==> config.mk <==
export PLATFORM = sky130hd
export DESIGN_NAME = column_move_stall_monitor
export DESIGN_NICKNAME = d
export VERILOG_FILES = /design/src/cmsm_pkg.sv /design/src/column_move_stall_monitor.sv
export SDC_FILE = /design/constraint.sdc
export NUM_CORES = 2
export LEC_CHECK = 0
export BUFFER_PORTS_ARGS = -buffer_cell sky130_fd_sc_hd__buf_2
export CAP_MARGIN = 20
export CORE_ASPECT_RATIO = 0.5
export CORE_UTILIZATION = 69
export DETAILED_ROUTE_END_ITERATION = 12
export HOLD_SLACK_MARGIN = 0.03
export PLACE_DENSITY = 0.95
export SYNTH_ARGS = -nofsm -noshare
export SYNTH_HDL_FRONTEND = slang
export SYNTH_SLANG_ARGS = --single-unit
export TNS_END_PERCENT = 1
==> constraint.sdc <==
create_clock -name clk -period 18.6 [get_ports clk]
set_clock_uncertainty 0.1 [all_clocks]
set_input_delay 1.86 -clock clk [delete_from_list [all_inputs] [get_ports clk]]
set_output_delay 1.86 -clock clk [all_outputs]
set_load 0.05 [all_outputs]
==> src/cmsm_pkg.sv <==
`timescale 1ns / 1ps
// ----------------------------------------------------------------------------
// cmsm_pkg
// Types and constants for the column move and stall monitor.
// ----------------------------------------------------------------------------
package cmsm_pkg;

    localparam int unsigned ADDR_W = 5;
    localparam int unsigned DATA_W = 32;

    localparam logic FUNC_START  = 1'b0;
    localparam logic FUNC_SAMPLE = 1'b1;

    typedef enum logic [2:0] {
        ST_MOVING  = 3'd0,
        ST_REACHED = 3'd1,
        ST_TOP     = 3'd2,
        ST_STALL   = 3'd3,
        ST_ABORT   = 3'd4,
        ST_IDLE    = 3'd5
    } status_t;

    typedef enum logic [2:0] {
        REG_TOLERANCE  = 3'd0,
        REG_SPEED_FALL = 3'd1,
        REG_SPEED_RISE = 3'd2,
        REG_CONFIRM    = 3'd3,
        REG_GRACE      = 3'd4,
        REG_MIN_GAP    = 3'd5
    } reg_index_t;

    localparam logic [15:0] TOLERANCE_RST  = 16'd5;
    localparam logic [19:0] SPEED_FALL_RST = 20'd580;
    localparam logic [19:0] SPEED_RISE_RST = 20'd550;
    localparam logic [3:0]  CONFIRM_RST    = 4'd3;
    localparam logic [23:0] GRACE_RST      = 24'd50000;
    localparam logic [15:0] MIN_GAP_RST    = 16'd12;

    localparam logic [19:0] US_PER_S  = 20'd1000000;
    localparam logic [3:0]  SLOW_MAX  = 4'd15;

    typedef struct packed {
        logic               func;
        logic signed [31:0] position;
        logic signed [31:0] target;
        logic               top_hall;
        logic               abort_request;
        logic [19:0]        elapsed_us;
    } cmd_word_t;

    typedef struct packed {
        logic        raise_drive;
        logic        lower_drive;
        logic        encoder_reset;
        status_t     status;
        logic [31:0] distance_left;
    } res_word_t;

endpackage

==> src/column_move_stall_monitor.sv <==
`timescale 1ns / 1ps
// ----------------------------------------------------------------------------
// column_move_stall_monitor
// Bang-bang column move to a target count with top-limit stop, abort and stall check.
// ----------------------------------------------------------------------------
//  channel   dir  handshake          payload
//  cmd       in   cmd_valid/stall    cmd_word  (start or position sample)
//  res       out  res_valid/stall    res_word  (drives, status, distance)
//  cfg       in   APB psel/penable   paddr, pwdata, prdata
//
//  One word is taken per cycle while cmd_stall is low; its result passes
//  through the command register, then the result register.
//  The cmd register advances whenever the result register is empty or taken,
//  so cmd_stall rises only while a result is held by res_stall.
//  Reset clears control state and loads the register defaults.
// ----------------------------------------------------------------------------
module column_move_stall_monitor
(
    input  logic                        clk,
    input  logic                        rst_n,

    input  logic                        cmd_valid,
    output logic                        cmd_stall,
    input  cmsm_pkg::cmd_word_t         cmd_word,

    output logic                        res_valid,
    input  logic                        res_stall,
    output cmsm_pkg::res_word_t         res_word,

    input  logic                        psel,
    input  logic                        penable,
    input  logic                        pwrite,
    input  logic [cmsm_pkg::ADDR_W-1:0] paddr,
    input  logic [cmsm_pkg::DATA_W-1:0] pwdata,
    output logic [cmsm_pkg::DATA_W-1:0] prdata,
    output logic                        pready
);

    // configuration
    logic [15:0] tolerance_reg;
    logic [19:0] speed_fall_reg;
    logic [19:0] speed_rise_reg;
    logic [3:0]  confirm_reg;
    logic [23:0] grace_reg;
    logic [15:0] min_gap_reg;

    logic                 cfg_wr;
    cmsm_pkg::reg_index_t cfg_idx;

    assign pready  = 1'b1;
    assign cfg_wr  = psel && penable && pwrite;
    assign cfg_idx = cmsm_pkg::reg_index_t'(paddr[4:2]);

    always_ff @(posedge clk or negedge rst_n)
    begin
        if (!rst_n)
        begin
            tolerance_reg  <= cmsm_pkg::TOLERANCE_RST;
            speed_fall_reg <= cmsm_pkg::SPEED_FALL_RST;
            speed_rise_reg <= cmsm_pkg::SPEED_RISE_RST;
            confirm_reg    <= cmsm_pkg::CONFIRM_RST;
            grace_reg      <= cmsm_pkg::GRACE_RST;
            min_gap_reg    <= cmsm_pkg::MIN_GAP_RST;
        end
        else if (cfg_wr)
        begin
            unique case (cfg_idx)
                cmsm_pkg::REG_TOLERANCE:  tolerance_reg  <= pwdata[15:0];
                cmsm_pkg::REG_SPEED_FALL: speed_fall_reg <= pwdata[19:0];
                cmsm_pkg::REG_SPEED_RISE: speed_rise_reg <= pwdata[19:0];
                cmsm_pkg::REG_CONFIRM:    confirm_reg    <= pwdata[3:0];
                cmsm_pkg::REG_GRACE:      grace_reg      <= pwdata[23:0];
                cmsm_pkg::REG_MIN_GAP:    min_gap_reg    <= pwdata[15:0];
                default: ;
            endcase
        end
    end

    always_comb
    begin
        unique case (cfg_idx)
            cmsm_pkg::REG_TOLERANCE:  prdata = {16'd0, tolerance_reg};
            cmsm_pkg::REG_SPEED_FALL: prdata = {12'd0, speed_fall_reg};
            cmsm_pkg::REG_SPEED_RISE: prdata = {12'd0, speed_rise_reg};
            cmsm_pkg::REG_CONFIRM:    prdata = {28'd0, confirm_reg};
            cmsm_pkg::REG_GRACE:      prdata = {8'd0, grace_reg};
            cmsm_pkg::REG_MIN_GAP:    prdata = {16'd0, min_gap_reg};
            default:                  prdata = '0;
        endcase
    end

    // handshake
    logic                cmd_full_reg;
    cmsm_pkg::cmd_word_t cmd_hold_reg;
    logic                res_valid_reg;
    cmsm_pkg::res_word_t res_word_reg;
    cmsm_pkg::res_word_t res_word_next;
    logic                cmd_take;
    logic                adv;

    assign cmd_stall = cmd_full_reg && res_valid_reg && res_stall;
    assign cmd_take  = cmd_valid && !cmd_stall;
    assign adv       = cmd_full_reg && (!res_valid_reg || !res_stall);
    assign res_valid = res_valid_reg;
    assign res_word  = res_word_reg;

    always_ff @(posedge clk or negedge rst_n)
    begin
        if (!rst_n)
        begin
            cmd_full_reg  <= 1'b0;
            res_valid_reg <= 1'b0;
        end
        else
        begin
            cmd_full_reg  <= cmd_take || (cmd_full_reg && !adv);
            res_valid_reg <= adv || (res_valid_reg && res_stall);
        end
    end

    always_ff @(posedge clk)
    begin
        if (cmd_take)
        begin
            cmd_hold_reg <= cmd_word;
        end
        if (adv)
        begin
            res_word_reg <= res_word_next;
        end
    end

    // move state
    logic               moving_reg,      moving_next;
    logic               drive_down_reg,  drive_down_next;
    logic signed [31:0] last_pos_reg,    last_pos_next;
    logic signed [31:0] goal_pos_reg,    goal_pos_next;
    logic [23:0]        time_reg,        time_next;
    logic [3:0]         slow_count_reg,  slow_count_next;

    always_ff @(posedge clk or negedge rst_n)
    begin
        if (!rst_n)
        begin
            moving_reg     <= 1'b0;
            drive_down_reg <= 1'b0;
            last_pos_reg   <= '0;
            goal_pos_reg   <= '0;
            time_reg       <= '0;
            slow_count_reg <= '0;
        end
        else if (adv)
        begin
            moving_reg     <= moving_next;
            drive_down_reg <= drive_down_next;
            last_pos_reg   <= last_pos_next;
            goal_pos_reg   <= goal_pos_next;
            time_reg       <= time_next;
            slow_count_reg <= slow_count_next;
        end
    end

    // datapath
    logic signed [31:0] goal_sel;
    logic [32:0]        gap_diff;
    logic [32:0]        gap_mag;
    logic [31:0]        dist_abs;
    logic               below_goal;
    logic [32:0]        dlt_diff;
    logic [32:0]        dlt_mag;
    logic               dlt_neg;
    logic               dlt_small;
    logic [40:0]        dlt_scaled;
    logic [19:0]        thr;
    logic [39:0]        thr_scaled;
    logic               slow;
    logic [24:0]        time_sum;
    logic [23:0]        time_sat;
    logic               stall_test;
    logic [3:0]         slow_inc;
    logic               in_tol;

    always_comb
    begin
        goal_sel   = (cmd_hold_reg.func == cmsm_pkg::FUNC_START) ?
                     cmd_hold_reg.target : goal_pos_reg;
        gap_diff   = {cmd_hold_reg.position[31], cmd_hold_reg.position}
                   - {goal_sel[31], goal_sel};
        gap_mag    = gap_diff[32] ? (~gap_diff + 33'd1) : gap_diff;
        dist_abs   = gap_mag[31:0];
        below_goal = gap_diff[32];
        in_tol     = dist_abs <= {16'd0, tolerance_reg};

        dlt_diff   = {cmd_hold_reg.position[31], cmd_hold_reg.position}
                   - {last_pos_reg[31], last_pos_reg};
        dlt_neg    = dlt_diff[32];
        dlt_mag    = dlt_neg ? (~dlt_diff + 33'd1) : dlt_diff;
        // beyond 21 bits the scaled step exceeds any threshold product
        dlt_small  = (dlt_mag[32:21] == 12'd0);
        dlt_scaled = {20'd0, dlt_mag[20:0]} * {21'd0, cmsm_pkg::US_PER_S};
        thr        = dlt_neg ? speed_fall_reg : speed_rise_reg;
        thr_scaled = {20'd0, thr} * {20'd0, cmd_hold_reg.elapsed_us};
        slow       = (cmd_hold_reg.elapsed_us == 20'd0) || (dlt_mag == 33'd0)
                   || (dlt_small && (dlt_scaled < {1'b0, thr_scaled}));

        time_sum   = {1'b0, time_reg} + {5'd0, cmd_hold_reg.elapsed_us};
        time_sat   = time_sum[24] ? 24'hFF_FFFF : time_sum[23:0];
        stall_test = (time_sat >= grace_reg) && (dist_abs > {16'd0, min_gap_reg}) && slow;
        slow_inc   = (slow_count_reg == cmsm_pkg::SLOW_MAX) ?
                     cmsm_pkg::SLOW_MAX : slow_count_reg + 4'd1;
    end

    always_comb
    begin
        moving_next     = moving_reg;
        drive_down_next = drive_down_reg;
        last_pos_next   = last_pos_reg;
        goal_pos_next   = goal_pos_reg;
        time_next       = time_reg;
        slow_count_next = slow_count_reg;

        res_word_next.raise_drive   = 1'b0;
        res_word_next.lower_drive   = 1'b0;
        res_word_next.encoder_reset = 1'b0;
        res_word_next.status        = cmsm_pkg::ST_IDLE;
        res_word_next.distance_left = dist_abs;

        if (cmd_hold_reg.func == cmsm_pkg::FUNC_START)
        begin
            goal_pos_next = cmd_hold_reg.target;
            if (below_goal && cmd_hold_reg.top_hall)
            begin
                moving_next                 = 1'b0;
                res_word_next.encoder_reset = 1'b1;
                res_word_next.status        = cmsm_pkg::ST_TOP;
            end
            else if (in_tol)
            begin
                moving_next          = 1'b0;
                res_word_next.status = cmsm_pkg::ST_REACHED;
            end
            else
            begin
                drive_down_next           = !below_goal;
                moving_next               = 1'b1;
                last_pos_next             = cmd_hold_reg.position;
                time_next                 = '0;
                slow_count_next           = '0;
                res_word_next.raise_drive = below_goal;
                res_word_next.lower_drive = !below_goal;
                res_word_next.status      = cmsm_pkg::ST_MOVING;
            end
        end
        else if (moving_reg)
        begin
            if (cmd_hold_reg.abort_request)
            begin
                moving_next          = 1'b0;
                res_word_next.status = cmsm_pkg::ST_ABORT;
            end
            else if (below_goal && cmd_hold_reg.top_hall)
            begin
                moving_next                 = 1'b0;
                res_word_next.encoder_reset = 1'b1;
                res_word_next.status        = cmsm_pkg::ST_TOP;
            end
            else
            begin
                time_next       = time_sat;
                slow_count_next = stall_test ? slow_inc : 4'd0;
                if (stall_test && (slow_inc >= confirm_reg))
                begin
                    moving_next          = 1'b0;
                    res_word_next.status = cmsm_pkg::ST_STALL;
                end
                else
                begin
                    last_pos_next = cmd_hold_reg.position;
                    if (in_tol)
                    begin
                        moving_next          = 1'b0;
                        res_word_next.status = cmsm_pkg::ST_REACHED;
                    end
                    else
                    begin
                        res_word_next.raise_drive = !drive_down_reg;
                        res_word_next.lower_drive = drive_down_reg;
                        res_word_next.status      = cmsm_pkg::ST_MOVING;
                    end
                end
            end
        end
    end

endmodule

### Word level (Yosys, flattened, before mapping)

Index checks and enable logic that the tools add are counted.

* register bits after elaboration: 321
* input port bits: 131
* output and inout bits: 73
* word-level logic and storage cells: 140

* add/sub/neg operators: 6
* multipliers: 2
* order comparisons: 5
* eq/ne operators: 12
* muxes and demuxes: 48
* bitwise logic cells: 5
* reductions and logical operators: 37

Operators by type and width (number)
* 32-bit two-way mux: 9
* 24-bit two-way mux: 7
* 24-bit case mux with 6 select lines: 1
* 32-bit by 32-bit subtractor with 33-bit output: 2
* 41-bit by 40-bit < comparator with 1-bit output: 1
* 20-bit by 20-bit multiplier with 40-bit output: 1
* 21-bit by 14-bit multiplier with 35-bit output, second input constant: 1
* 33-bit by 1-bit adder with 33-bit output, second input constant: 1
* 33-bit zero test: 1
* 33-bit two-way mux: 1
* 33-bit NOT: 1
* 32-bit by 1-bit adder with 32-bit output, second input constant: 1
* 32-bit by 16-bit > comparator with 1-bit output: 1
* 32-bit by 16-bit less-or-equal comparator with 1-bit output: 1
* 4-bit two-way mux: 8
* 32-bit NOT: 1
* 24-bit by 20-bit adder with 25-bit output: 1
* 24-bit greater-or-equal comparator: 1
* 20-bit zero test: 1
* 20-bit two-way mux: 1
* 1-bit logical AND: 13
* 12-bit zero test: 1
* 2-bit two-way mux: 6
* 3-bit two-way mux: 4
* other kinds (18): 49

### Depth between registers and ports, before layout

* depth after elaboration: 15
* gate-level depth with buffers: 59
* mapped depth without buffers: 54

### Worst setup path after synthesis

OpenSTA, ideal clock, no wires.

* path type: flip-flop to flip-flop
* from: register cmd_hold_reg[67] (netlist name)
* to: register res_word_reg (netlist bit res_word[33]) (data pin)
* library setup time: 256 ps
* data arrival time: 12082 ps
* required time: 18244 ps
* path slack: 6161 ps
* cell stages (with the launch flop): 52
* buffers on the path: 5
* period minus slack after synthesis: 12439 ps
* cell sequence: edfxtp_1 ha_1 a21o_1 a21o_1 or3_1 o21ai_1 a21oi_1 a22oi_1 clkbuf_1 clkbuf_1 nand2_1 nand2_1 clkbuf_1 nand2_1 fa_1 inv_1 fa_1 inv_1 [... 16 more ...] o31ai_1 a211oi_1 or3_1 a31oi_1 o21ai_0 a2111oi_0 nor3_1 ha_1 and4_1 nand4_1 o31ai_1 o22ai_1 nand4_1 o31ai_4 and4_1 buf_4 buf_6 o22a_1

RTL lines
* from (decl): RTL line column_move_stall_monitor.sv:94 `cmsm_pkg::cmd_word_t cmd_hold_reg;`
* from (signal assigned): RTL line column_move_stall_monitor.sv:125 `cmd_hold_reg <= cmd_word;`
* to (signal assigned): RTL line column_move_stall_monitor.sv:129 `res_word_reg <= res_word_next;`
* to (decl): RTL line column_move_stall_monitor.sv:96 `cmsm_pkg::res_word_t res_word_reg;`

==> results.ini <==
[final_layout]
largest_reg_flops=87
drive_above_1_share_pct=8.93
stdcell_count=5322
area_growth_pct=6.64
nNetsFinal=5519

[logic_synthesis]
yosysMostFrequentCell=inv_1
synthDistinctLibCells=93
synth_seq_cells=321
synthesis.area_um2=40400
synth_area_leaders=fa_1 (20%), ha_1 (14%), dfrtp_1 (11%)
yosys_warnings=0
async_flop_share_pct=61.1
synthTopCellsByCount=inv_1 (617), nand2_1 (471), ha_1 (461), fa_1 (403), and2_1 (239)
yosysTopAreaCell=fa_1
syn_inst=4449
synth_ff_type=dfrtp_1
yosysTopAreaCellShare_pct=20.0
synth_edf_count=125
postSynthAreaPerCell_um2=9.08
yosysSeqAreaShare_pct=21.5

[worst_setup_path]
startpoint_type=register
max_stage_delay_ps=800
cp_data_required_time_ps=18950
critPathMaxFanout=40
cp_slowest_cell=o311ai_0
crit_arrival_ps=15750
end_kind=register
crit_family=compound AO/OA/AOI/OAI gates
worstSetupPathType=reg -> reg
critPathBufInv=7

[route]
firstDrtPassIters=10
wl_per_cell_um=21.3
wl_mm=114
drtIter0Drc=4023
drc=0
drtAntennaViolNets=0
num_vias=35100
viasPerCell=6.60

[run_status]
status=finished clean

[clock_network]
root_buffer=clkbuf_16
cts_hold_buf=0
cts_resized=0
clk_pin_slew_ps=70
clock-sinks=321
htreeDepth=1
worstSkewPairLatency_ps=600
tritoncts=built
cts_setup_buffers=0
cts_buffer_depth=3
cts_buffers=31

[global_routing]
grt_pass1_wl_mm=182
gr-total-overflow=0
track_usage_pct=38.0
grt_start_max_net_pins=140
grt_pass1_vias=36300
antenna_found_initial=4

[min_path]
hold_class=reg -> reg

[sta]
period_share_pct=82.8
max_freq_ghz=0.0650
drv_slew=0
setup_violations=0
finalHoldViolCount=0
finalSetupTns_ps=0
timing.final.ws_setup_ps=3210
tightest_slew_ps=1230
min_period_ps=15390
rsz0062_at_grt=false
slew-limit-headroom_pct=17.5

[placement]
gp_congestion=0.950
place_ws_ps=3700
place_inst=5249
numPortBuffers=184
dp_hpwl_mm=84.8

[die]
die_area_um2=59600
start_util_pct=70.2
chipHeight_um=173
die_w_um=344
ioPinCount=204
fp-row-count=62
core_area_um2=57600

[run]
cap_violations=0

-- cell type report --
class	count	area, um2
inverter	617	2320
fill	3511	14500
tap	768	961
clock buffer	41	883
timing repair buffer	234	1380
clock inverter	17	181
multi-input combinational	3319	28600
antenna	5	12.5
sequential	321	8680
-- per-layer routing --
layer,track usage [%],wire [um],up-vias
li1,-,-,15200
met1,45.8,39700,16800
met2,62.4,53500,2421
met3,8.10,12400,740
met4,23.7,8060,0
met5,0,0,-
-- logic make-up (layout without fill, tap and decap cells) --
group | after synthesis | after routing | share of synthesized area, %
AND/OR/NAND/NOR | 1332 | 1332 | 16.5
adder cells (fa/ha/maj) | 864 | 864 | 34.3
AO/OA/AOI/OAI | 845 | 845 | 13.6
buffers and inverters | 816 | 909 | 7.74
flip-flops | 321 | 321 | 21.5
XOR/XNOR | 164 | 164 | 3.58
multiplexers | 105 | 105 | 2.79
other | 2 | 14 | 0.0186
-- cells in the final DEF, fill, tap and decap left out, types with 31 or more instances in the layout --
cell type	n
mux2i_1	53
xor2_1	63
xnor2_1	100
clkbuf_16	31
and2_1	238
and3_1	56
o21ai_0	234
a21o_1	87
nor3_1	62
nor2_1	160
fa_1	403
inv_1	617
o21a_1	35
dfrtp_1	177
ha_1	461
o211ai_1	48
nor2b_1	38
buf_4	44
nand2_1	470
nand2b_1	33
nand4_1	35
nand3_1	114
a31oi_1	31
buf_2	184
mux2_2	51
edfxtp_1	125
a21oi_1	169
-- through the flow --
stage | utilization (%) | hold slack (ps) | area [um2]
after floorplan | - | 340 | 40400
after global placement | 72.7 | 355 | 41800
after detailed placement | 72.7 | 371 | 41800
after CTS | 74.5 | 386 | 42900
after global routing | 74.8 | 421 | 43100
final | 74.8 | 384 | 43100
-- final timing paths --
check,cells past startpoint,start,slack [ps],to
max reg2reg,52,cmd_hold_reg[63]$_DFFE_PP_,3210,res_word[33]$_DFFE_PP_
min,2,goal_pos_reg[13]$_DFFE_PN0P_,380,goal_pos_reg[13]$_DFFE_PN0P_
max,52,cmd_hold_reg[63]$_DFFE_PP_,3210,res_word[33]$_DFFE_PP_
min reg2reg,2,goal_pos_reg[13]$_DFFE_PN0P_,380,goal_pos_reg[13]$_DFFE_PN0P_
max in group asynchronous,3,rst_n,15620,tolerance_reg[7]$_DFFE_PN0P_
min in group asynchronous,1,rst_n,1030,res_valid$_DFF_PN0_
-- worst min-delay path, delay by kind of cell, from the launching register on --
| family | cells | cell delay (ps) |
|---|---|---|
| flops | 1 | 340 |
| simple gates | 1 | 40 |
| compound gates | 1 | 60 |
Power is not shown: default switching activity piles up to over one toggle a cycle in this logic, so the estimate is an artifact.
